## src/rtl/fspv_pkg.sv

```systemverilog
// ============================================================================
// fspv_pkg
// Shared types and constants of the filesystem path validator.
// ============================================================================
package fspv_pkg;

    // field and register widths
    localparam int unsigned CH_W       = 8;
    localparam int unsigned SYS_LEN_W  = 7;
    localparam int unsigned NODE_LEN_W = 9;
    localparam int unsigned CFG_IDX_W  = 2;
    localparam int unsigned CFG_DATA_W = 9;

    // register indexes
    localparam logic [CFG_IDX_W-1:0] CFG_SYS_LIMIT  = 2'd0;
    localparam logic [CFG_IDX_W-1:0] CFG_NODE_LIMIT = 2'd1;

    // register reset values
    localparam logic [SYS_LEN_W-1:0]  SYS_LIMIT_RST  = 7'd32;
    localparam logic [NODE_LEN_W-1:0] NODE_LIMIT_RST = 9'd256;

    // saturation points of the length counters
    localparam logic [SYS_LEN_W-1:0]  SYS_MAX  = '1;
    localparam logic [NODE_LEN_W-1:0] NODE_MAX = '1;

    // character codes
    localparam logic [CH_W-1:0] CH_SPACE  = 8'h20;
    localparam logic [CH_W-1:0] CH_TAB    = 8'h09;
    localparam logic [CH_W-1:0] CH_CR     = 8'h0D;
    localparam logic [CH_W-1:0] CH_TILDE  = 8'h7E;
    localparam logic [CH_W-1:0] CH_COLON  = 8'h3A;
    localparam logic [CH_W-1:0] CH_SLASH  = 8'h2F;
    localparam logic [CH_W-1:0] CH_SEMI   = 8'h3B;
    localparam logic [CH_W-1:0] CH_BSLASH = 8'h5C;
    localparam logic [CH_W-1:0] CH_DASH   = 8'h2D;
    localparam logic [CH_W-1:0] CH_UNDER  = 8'h5F;
    localparam logic [CH_W-1:0] CH_DOLLAR = 8'h24;
    localparam logic [CH_W-1:0] CH_PCT    = 8'h25;
    localparam logic [CH_W-1:0] CH_HASH   = 8'h23;
    localparam logic [CH_W-1:0] CH_GT     = 8'h3E;
    localparam logic [CH_W-1:0] CH_0      = 8'h30;
    localparam logic [CH_W-1:0] CH_9      = 8'h39;
    localparam logic [CH_W-1:0] CH_UA     = 8'h41;
    localparam logic [CH_W-1:0] CH_UZ     = 8'h5A;
    localparam logic [CH_W-1:0] CH_LA     = 8'h61;
    localparam logic [CH_W-1:0] CH_LZ     = 8'h7A;

    typedef enum logic [2:0] {
        PH_LEAD,
        PH_SYS,
        PH_GAP,
        PH_COL1,
        PH_COL2,
        PH_SKIP,
        PH_NODE
    } fspv_phase_t;

    // character class flags
    typedef struct packed {
        logic ws;
        logic space;
        logic alnum;
        logic colon;
        logic slash;
        logic dash;
        logic underscore;
        logic node_bad;
        logic lead_bad;
    } fspv_class_t;

    // configuration registers
    typedef struct packed {
        logic [SYS_LEN_W-1:0]  sys_limit;
        logic [NODE_LEN_W-1:0] node_limit;
    } fspv_cfg_t;

endpackage

```

## src/rtl/fs_path_validator_core.sv

```systemverilog
// ============================================================================
// fs_path_validator_core
// Streaming checker for "fsname://node/node..." paths, one byte per request,
// with a single pass/fail verdict on each end request.
// ============================================================================
//
//  channel   ports                              carries
//  --------  ---------------------------------  --------------------------------
//  input     s_valid s_ready s_ch s_end_req     path byte or end marker
//  result    m_valid m_ready m_valid_res        verdict, one per end request
//  config    cfg_we cfg_index cfg_wdata         name length limits, write only
//
//  one request per cycle sustained while no end request waits on a held verdict;
//  the input register takes an end request, then the result register loads
//  its verdict once it has room, and m_valid rises as it loads
//  synchronous active-low reset clears parser state and restores both limits
//  s_ready is low during reset
//  a held verdict only stalls the input side once an end request is waiting
//  behind it; byte requests keep flowing while the result register is full
//
module fs_path_validator_core (
    input  logic                              aclk,
    input  logic                              aresetn,
    // input requests
    input  logic                              s_valid,
    output logic                              s_ready,
    input  logic [fspv_pkg::CH_W-1:0]         s_ch,
    input  logic                              s_end_req,
    // verdicts
    output logic                              m_valid,
    input  logic                              m_ready,
    output logic                              m_valid_res,
    // configuration writes
    input  logic                              cfg_we,
    input  logic [fspv_pkg::CFG_IDX_W-1:0]    cfg_index,
    input  logic [fspv_pkg::CFG_DATA_W-1:0]   cfg_wdata
);

    // input register
    logic                          in_valid_reg, in_valid_next;
    logic [fspv_pkg::CH_W-1:0]     in_ch_reg, in_ch_next;
    logic                          in_end_reg, in_end_next;

    // result register
    logic                          out_valid_reg, out_valid_next;
    logic                          out_res_reg, out_res_next;

    // limits
    fspv_pkg::fspv_cfg_t           cfg_reg, cfg_next;

    fspv_pkg::fspv_class_t         cls;
    logic                          verdict;
    logic                          out_free;
    logic                          advance;
    logic                          s_take;

    // result register can take a verdict this cycle
    assign out_free = !out_valid_reg || m_ready;
    // byte requests always retire; end requests need room for the verdict
    assign advance  = in_valid_reg && (!in_end_reg || out_free);
    assign s_ready  = aresetn && (!in_valid_reg || advance);
    assign s_take   = s_valid && s_ready;

    assign m_valid     = out_valid_reg;
    assign m_valid_res = out_res_reg;

    fspv_classify u_classify (
        .ch  (in_ch_reg),
        .cls (cls)
    );

    fspv_engine u_engine (
        .aclk    (aclk),
        .aresetn (aresetn),
        .step_en (advance),
        .end_req (in_end_reg),
        .cls     (cls),
        .cfg     (cfg_reg),
        .verdict (verdict)
    );

    // input stage
    always_comb begin
        in_valid_next = in_valid_reg;
        in_ch_next    = in_ch_reg;
        in_end_next   = in_end_reg;
        if (s_take) begin
            in_valid_next = 1'b1;
            in_ch_next    = s_ch;
            in_end_next   = s_end_req;
        end else if (advance) begin
            in_valid_next = 1'b0;
        end
    end

    // result stage
    always_comb begin
        out_valid_next = out_valid_reg;
        out_res_next   = out_res_reg;
        if (advance && in_end_reg) begin
            out_valid_next = 1'b1;
            out_res_next   = verdict;
        end else if (m_ready) begin
            out_valid_next = 1'b0;
        end
    end

    // limit registers; unknown indexes are dropped
    always_comb begin
        cfg_next = cfg_reg;
        if (cfg_we) begin
            unique case (cfg_index)
                fspv_pkg::CFG_SYS_LIMIT:
                    cfg_next.sys_limit  = cfg_wdata[fspv_pkg::SYS_LEN_W-1:0];
                fspv_pkg::CFG_NODE_LIMIT:
                    cfg_next.node_limit = cfg_wdata[fspv_pkg::NODE_LEN_W-1:0];
                default: ;
            endcase
        end
    end

    always_ff @(posedge aclk) begin
        if (!aresetn) begin
            in_valid_reg        <= 1'b0;
            out_valid_reg       <= 1'b0;
            cfg_reg.sys_limit   <= fspv_pkg::SYS_LIMIT_RST;
            cfg_reg.node_limit  <= fspv_pkg::NODE_LIMIT_RST;
        end else begin
            in_valid_reg        <= in_valid_next;
            out_valid_reg       <= out_valid_next;
            cfg_reg             <= cfg_next;
        end
    end

    // payload registers
    always_ff @(posedge aclk) begin
        in_ch_reg   <= in_ch_next;
        in_end_reg  <= in_end_next;
        out_res_reg <= out_res_next;
    end

endmodule

```

## src/rtl/fspv_classify.sv

```systemverilog
// ============================================================================
// fspv_classify
// Character classifier for the path validator.
// ============================================================================
module fspv_classify (
    input  logic [fspv_pkg::CH_W-1:0] ch,
    output fspv_pkg::fspv_class_t     cls
);

    logic print;

    always_comb begin
        print = (ch >= fspv_pkg::CH_SPACE) && (ch <= fspv_pkg::CH_TILDE);

        cls.space      = (ch == fspv_pkg::CH_SPACE);
        cls.ws         = cls.space || ((ch >= fspv_pkg::CH_TAB) && (ch <= fspv_pkg::CH_CR));
        cls.alnum      = ((ch >= fspv_pkg::CH_0)  && (ch <= fspv_pkg::CH_9))
                      || ((ch >= fspv_pkg::CH_UA) && (ch <= fspv_pkg::CH_UZ))
                      || ((ch >= fspv_pkg::CH_LA) && (ch <= fspv_pkg::CH_LZ));
        cls.colon      = (ch == fspv_pkg::CH_COLON);
        cls.slash      = (ch == fspv_pkg::CH_SLASH);
        cls.dash       = (ch == fspv_pkg::CH_DASH);
        cls.underscore = (ch == fspv_pkg::CH_UNDER);
        // forbidden anywhere in a node name
        cls.node_bad   = !print || cls.colon || (ch == fspv_pkg::CH_SEMI)
                      || (ch == fspv_pkg::CH_TILDE) || (ch == fspv_pkg::CH_BSLASH);
        // forbidden as first node character
        cls.lead_bad   = cls.dash || (ch == fspv_pkg::CH_DOLLAR) || (ch == fspv_pkg::CH_PCT)
                      || (ch == fspv_pkg::CH_HASH) || (ch == fspv_pkg::CH_GT);
    end

endmodule

```

## src/rtl/fspv_engine.sv

```systemverilog
// ============================================================================
// fspv_engine
// Path parser state and its per-character update.
// ============================================================================
module fspv_engine (
    input  logic                  aclk,
    input  logic                  aresetn,
    input  logic                  step_en,
    input  logic                  end_req,
    input  fspv_pkg::fspv_class_t cls,
    input  fspv_pkg::fspv_cfg_t   cfg,
    output logic                  verdict
);

    localparam int unsigned SUM_W = fspv_pkg::NODE_LEN_W + 1;

    fspv_pkg::fspv_phase_t              phase_reg, phase_next;
    logic [fspv_pkg::SYS_LEN_W-1:0]     sys_len_reg, sys_len_next;
    logic                               sys_alnum_reg, sys_alnum_next;
    logic [fspv_pkg::NODE_LEN_W-1:0]    node_len_reg, node_len_next;
    logic [fspv_pkg::NODE_LEN_W-1:0]    pend_reg, pend_next;
    logic                               pend_np_reg, pend_np_next;
    logic                               dash_reg, dash_next;
    logic                               failed_reg, failed_next;

    logic                               sys_close_bad;
    logic                               node_close_bad;
    logic                               sys_char_bad;
    logic                               end_ok;
    logic [SUM_W-1:0]                   node_sum;
    logic [fspv_pkg::NODE_LEN_W-1:0]    nc_len;
    logic [fspv_pkg::NODE_LEN_W-1:0]    nc_pend;
    logic                               nc_np;
    logic                               nc_dash;
    logic                               nc_fail;

    // closing checks and node character effect
    always_comb begin
        sys_close_bad  = (sys_len_reg == '0) || (sys_len_reg >= cfg.sys_limit) || !sys_alnum_reg;
        node_close_bad = (node_len_reg >= cfg.node_limit) || dash_reg;
        sys_char_bad   = !cls.alnum && ((sys_len_reg == '0) || (!cls.dash && !cls.underscore));

        node_sum = SUM_W'(node_len_reg) + SUM_W'(pend_reg) + SUM_W'(1);
        if (cls.ws) begin
            nc_len  = node_len_reg;
            nc_pend = (pend_reg == fspv_pkg::NODE_MAX) ? pend_reg : pend_reg + 1'b1;
            nc_np   = pend_np_reg || !cls.space;
            nc_dash = dash_reg;
            nc_fail = 1'b0;
        end else begin
            nc_len  = node_sum[SUM_W-1] ? fspv_pkg::NODE_MAX
                                        : node_sum[fspv_pkg::NODE_LEN_W-1:0];
            nc_pend = '0;
            nc_np   = 1'b0;
            nc_dash = cls.dash;
            nc_fail = pend_np_reg || cls.node_bad;
        end
    end

    // verdict for an end request
    always_comb begin
        unique case (phase_reg)
            fspv_pkg::PH_SKIP: end_ok = 1'b1;
            fspv_pkg::PH_NODE: end_ok = !node_close_bad;
            default:           end_ok = 1'b0;
        endcase
        verdict = end_ok && !failed_reg;
    end

    // next state
    always_comb begin
        phase_next     = phase_reg;
        sys_len_next   = sys_len_reg;
        sys_alnum_next = sys_alnum_reg;
        node_len_next  = node_len_reg;
        pend_next      = pend_reg;
        pend_np_next   = pend_np_reg;
        dash_next      = dash_reg;
        failed_next    = failed_reg;

        if (step_en) begin
            if (end_req) begin
                phase_next     = fspv_pkg::PH_LEAD;
                sys_len_next   = '0;
                sys_alnum_next = 1'b0;
                node_len_next  = '0;
                pend_next      = '0;
                pend_np_next   = 1'b0;
                dash_next      = 1'b0;
                failed_next    = 1'b0;
            end else if (!failed_reg) begin
                unique case (phase_reg)
                    fspv_pkg::PH_LEAD, fspv_pkg::PH_SYS: begin
                        // leading whitespace is dropped, anything else opens the name
                        if (!(phase_reg == fspv_pkg::PH_LEAD && cls.ws)) begin
                            priority if (cls.colon) begin
                                failed_next = sys_close_bad;
                                phase_next  = fspv_pkg::PH_COL1;
                            end else if (cls.ws) begin
                                failed_next = sys_close_bad;
                                phase_next  = fspv_pkg::PH_GAP;
                            end else begin
                                phase_next     = fspv_pkg::PH_SYS;
                                failed_next    = sys_char_bad;
                                sys_alnum_next = cls.alnum;
                                if (sys_len_reg != fspv_pkg::SYS_MAX) begin
                                    sys_len_next = sys_len_reg + 1'b1;
                                end
                            end
                        end
                    end
                    fspv_pkg::PH_GAP: begin
                        if (cls.colon) begin
                            phase_next = fspv_pkg::PH_COL1;
                        end else if (!cls.ws) begin
                            failed_next = 1'b1;
                        end
                    end
                    fspv_pkg::PH_COL1: begin
                        if (cls.slash) begin
                            phase_next = fspv_pkg::PH_COL2;
                        end else begin
                            failed_next = 1'b1;
                        end
                    end
                    fspv_pkg::PH_COL2: begin
                        if (cls.slash) begin
                            phase_next = fspv_pkg::PH_SKIP;
                        end else begin
                            failed_next = 1'b1;
                        end
                    end
                    fspv_pkg::PH_SKIP: begin
                        if (!cls.ws && !cls.slash) begin
                            phase_next    = fspv_pkg::PH_NODE;
                            failed_next   = cls.lead_bad || nc_fail;
                            node_len_next = nc_len;
                            pend_next     = nc_pend;
                            pend_np_next  = nc_np;
                            dash_next     = nc_dash;
                        end
                    end
                    default: begin
                        if (cls.slash) begin
                            phase_next    = fspv_pkg::PH_SKIP;
                            failed_next   = node_close_bad;
                            node_len_next = '0;
                            pend_next     = '0;
                            pend_np_next  = 1'b0;
                            dash_next     = 1'b0;
                        end else begin
                            failed_next   = nc_fail;
                            node_len_next = nc_len;
                            pend_next     = nc_pend;
                            pend_np_next  = nc_np;
                            dash_next     = nc_dash;
                        end
                    end
                endcase
            end
        end
    end

    always_ff @(posedge aclk) begin
        if (!aresetn) begin
            phase_reg     <= fspv_pkg::PH_LEAD;
            sys_len_reg   <= '0;
            sys_alnum_reg <= 1'b0;
            node_len_reg  <= '0;
            pend_reg      <= '0;
            pend_np_reg   <= 1'b0;
            dash_reg      <= 1'b0;
            failed_reg    <= 1'b0;
        end else begin
            phase_reg     <= phase_next;
            sys_len_reg   <= sys_len_next;
            sys_alnum_reg <= sys_alnum_next;
            node_len_reg  <= node_len_next;
            pend_reg      <= pend_next;
            pend_np_reg   <= pend_np_next;
            dash_reg      <= dash_next;
            failed_reg    <= failed_next;
        end
    end

endmodule

```

## config.mk

```make
export PLATFORM = sky130hd
export DESIGN_NAME = fs_path_validator_core
export DESIGN_NICKNAME = d
export VERILOG_FILES = /design/src/rtl/fspv_pkg.sv /design/src/rtl/fs_path_validator_core.sv /design/src/rtl/fspv_classify.sv /design/src/rtl/fspv_engine.sv
export SDC_FILE = /design/constraint.sdc
export NUM_CORES = 1
export LEC_CHECK = 0
export BUFFER_PORTS_ARGS = -buffer_cell sky130_fd_sc_hd__buf_2
export CAP_MARGIN = 30
export CORE_ASPECT_RATIO = 1.5
export CORE_MARGIN = 5
export CORE_UTILIZATION = 50
export CTS_BUF_LIST = sky130_fd_sc_hd__clkbuf_8
export CTS_CLUSTER_SIZE = 14
export DETAILED_ROUTE_END_ITERATION = 7
export PLACE_DENSITY_LB_ADDON = 0.15
export SETUP_SLACK_MARGIN = 0.4
export SYNTH_ARGS = -nofsm -noshare
export SYNTH_HDL_FRONTEND = slang
export SYNTH_SLANG_ARGS = --single-unit
```

## constraint.sdc

```tcl
create_clock -name aclk -period 2.96 [get_ports aclk]
set_input_delay 0.148 -clock aclk [delete_from_list [all_inputs] [get_ports aclk]]
set_output_delay 0.148 -clock aclk [all_outputs]
set_load 0.05 [all_outputs]
```

==> results by group <==
Outcome
  • Status: finished clean

Placed design
  • Port buffer count: 27
  • Final HPWL DP: 6.807 mm
  • Dpl ws: 478.6 ps
  • Final Wtd Congestion: 0.8807

Clocking
  • Clk sink count: 60
  • Max clock buf depth: 2
  • CTS tree: yes
  • Clk_lat worst skew: 360 ps
  • Clock root buffer: clkbuf_8
  • # H-tree levels: 3
  • Worst-path clk slew: 70 ps
  • CTS buffer count: 9

Logic synthesis
  • Flops & latches, synth: 60
  • Sequential share of the synthesized area: 33.10%
  • Synth cell types: 78
  • Synth warnings: 0
  • Syn Nets: 510
  • Post-Syn Instances: 456
  • Syn Std Cell Area: 0.003931 sq mm
  • Asr flop ratio synth: 0%
  • Post-synth EDFFs: 10
  • Top FF cell, synth: dfxtp_1
  • Syn avg cell area: 8.621 sq um

STA
  • Minimum clock period: 2410 ps
  • Peak Freq: 414.9 MHz
  • Slew HR: 54.04%
  • Final Hold Slack: 28.41 ps
  • Setup ws final: 549.5 ps
  • Slew Viols, Final: 0
  • Setup clock skew after layout: 9.514 ps
  • Worst-margin pin slew: 684.1 ps
  • # setup viols final: 0
  • RSZ-0062 raised after global routing: false
  • Tcrit/Tclk final: 81.44%
  • Total negative slack: 0 ps
  • Final Hold Viols: 0

Cells and area
  • Layout cell share with drive strength beyond 1: 14.12%
  • Max reg flops: 16
  • Fillers: 710
  • N_diodes: 0
  • Synthesis-to-layout area growth: 15.28%
  • Nets: 552

Global routing
  • Global-route wire length before repair: 15.33 mm
  • Vias in the first global route: 3297
  • Total track usage: 20.37%
  • Largest net degree at the start of global routing: 36
  • Gr ovfl total: 0
  • Antenna violations before repair: 0

Detailed routing
  • First-pass DRT Iterations: 4
  • Via Count: 3468
  • Routed len/inst: 15.31 um
  • Post-Route WL: 9.260 mm
  • Post-route ant nets: 0
  • Residual DRC: 0
  • Initial drt markers: 153
  • Vias per inst: 5.732

Worst setup path
  • Critical Path Max Stage Delay: 420 ps
  • RR Startpoint: u_engine.pend_reg[0]$_SDFFE_PN0P_
  • CP cell instances: inv_1 > ha_1 > inv_1 > fa_1 > a211o_1 > a211oi_1 > o21bai_1 > a211o_1 > a21oi_1 > o2bb2ai_1
  • CP Launch Type: flip-flop
  • Req. time, crit path: 3200 ps
  • CP bufs+invs: 2
  • R2R depth: 10
  • Reg-to-Reg End: u_engine.node_len_reg[8]$_SDFFE_PN0P_
  • Setup slack, reg-to-reg: 550 ps
  • Crit path max fanout: 5
  • Largest delay share family, worst path: compound AO/OA/AOI/OAI gates
  • Slowest cell on crit path: fa_1
  • Worst setup EP type: flip-flop
  • Worst Path Arrival: 2650 ps
  • Crit Path Class: flip-flop to flip-flop

Power
  • P per Cell Area: 426.0 mW/mm^2
  • Worst vdd ir: 0.3341 mV
  • Leak: 0.001801 uW

Floorplan
  • I/O pin count: 28
  • Core area: 0.007661 sq mm
  • Starting Density: 51.31%
  • Horiz. Die Dim: 82.40 um
  • Die Span Y: 118.6 um
  • Die ar.: 0.009773 sq mm
  • Cell Rows: 39

Flow run
  • Max_cap viols: 0

Min path
  • Hold Path Stages: 3
  • WHS Endpoint: cfg_reg[8]$_SDFFE_PN1P_
  • Min-delay src: cfg_wdata[8]
  • Hold Crit Class: primary input to flip-flop
cells by family (layout without fill, tap and decap cells):
logic type,Yosys count,after routing,share of synthesized area [%]
multiplexers,11,11,2.801
flip-flops,60,60,33.10
AND/OR/NAND/NOR,178,178,26.70
buffers and inverters,47,94,5.283
adder cells (fa/ha/maj),29,29,9.421
AO/OA/AOI/OAI,129,129,22.25
XOR/XNOR,2,2,0.4457
through the flow:
| stage | instances | util, % | power, uW | area [sq um] |
|---|---|---|---|---|
| after floorplan | 456 | - | 996.2 | 3931 |
| after global placement | 571 | 53.85 | 1039 | 4125 |
| after detailed placement | 571 | 53.85 | 1041 | 4125 |
| after CTS | 597 | 58.29 | 1950 | 4466 |
| after global routing | 605 | 59.15 | 2016 | 4532 |
| final | 605 | 59.15 | 1931 | 4532 |
metal layers:
layer	GRT usage (%)	wire length [um]	vias up
met5	0	0	-
met4	10.29	284	0
met3	5.251	361	20
met2	33.38	4734	71
met1	23.85	3880	1604
li1	-	-	1773
worst reg2reg max path, cell delays in order (launching register included):
cell and delay [ps]:
dfxtp_1 370, inv_1 80, ha_1 150, inv_1 50
fa_1 420, a211o_1 350, a211oi_1 290, o21bai_1 120
a211o_1 290, a21oi_1 120, o2bb2ai_1 70
Yosys cell counts, types with 5 or more instances:
master,instances,area (sq um)
buf_2,6,30.03
nor2_1,35,131.4
nor4_1,6,37.54
a211oi_1,10,75.07
o21a_1,8,60.06
nand2b_1,9,56.30
inv_1,29,108.9
o21ai_0,25,125.1
a21boi_1,5,37.54
a21oi_1,25,125.1
nand3b_1,6,45.04
nand3_1,16,80.08
nor3_1,5,25.02
edfxtp_1,10,300.3
mux2i_1,11,110.1
dfxtp_1,50,1001
a21o_1,6,45.04
or3_1,8,50.05
or4_1,5,37.54
nand2_1,26,97.59
o21ai_1,5,25.02
and2_1,6,37.54
clkbuf_1,7,26.28
a31oi_1,5,31.28
ha_1,28,350.3
nor2b_1,20,125.1
placed cells by master, fill, tap and decap left out, types with 6 or more instances in the layout:
master         instances
or3_1                  8
nor2b_1               20
ha_1                  28
a21oi_1               25
dlygate4sd3_1         10
nand2b_1               9
nand3_1               16
inv_1                 30
o21ai_0               25
o21a_1                 8
and2_1                 6
a211oi_1              10
mux2i_1               11
a21o_1                 6
edfxtp_1              10
dfxtp_1               50
nand3b_1               6
clkbuf_8               9
buf_4                 12
nor2_1                35
nand2_1               26
buf_2                 27
worst max-delay path by stage:
stage / start / to / slack [ps] / depth (start not counted)
6_report: u_engine.pend_reg[0]$_SDFFE_PN0P_ / u_engine.node_len_reg[8]$_SDFFE_PN0P_ / 550 / 10
5_1_grt: u_engine.pend_reg[0]$_SDFFE_PN0P_ / u_engine.node_len_reg[8]$_SDFFE_PN0P_ / 410 / 10
4_1_cts: in_ch_reg[1]$_DFFE_PP_ / u_engine.pend_reg[7]$_SDFFE_PN0P_ / 480 / 6
3_5_place_dp: in_ch_reg[1]$_DFFE_PP_ / u_engine.pend_reg[7]$_SDFFE_PN0P_ / 480 / 6
3_3_place_gp: in_ch_reg[0]$_DFFE_PP_ / u_engine.sys_len_reg[5]$_SDFFE_PN0P_ / 590 / 6
2_1_floorplan: in_end_reg$_DFFE_PP_ / in_ch_reg[0]$_DFFE_PP_ / 730 / 5
where the power goes:
group / leakage, uW / internal, uW / switching (uW) / total (uW)
Sequential: 0.000498 / 849 / 22.2 / 871
Clock: 0.000125 / 557 / 334 / 891
Combinational: 0.00118 / 77.8 / 90.7 / 168
Total: 0.00180 / 1480 / 447 / 1930
layout make-up:
class | count | area, sq um | area share [%]
clock buffer | 9 | 123.9 | 2.733
clock inverter | 7 | 116.4 | 2.568
inverter | 29 | 108.9 | 2.402
multi-input combinational | 349 | 2429 | 53.59
sequential | 60 | 1301 | 28.71
tap | 102 | 127.6 | 2.816
timing repair buffer | 49 | 325.3 | 7.178
what timing repair did:
action                                 4_1_cts  5_1_grt
endpoints found under the hold margin       10        0
buffers inserted                             0        8
setup endpoints to repair                    0       11
gates resized for setup                      0        1
hold buffers                                10        0
Power figures use the tool's default switching activity.
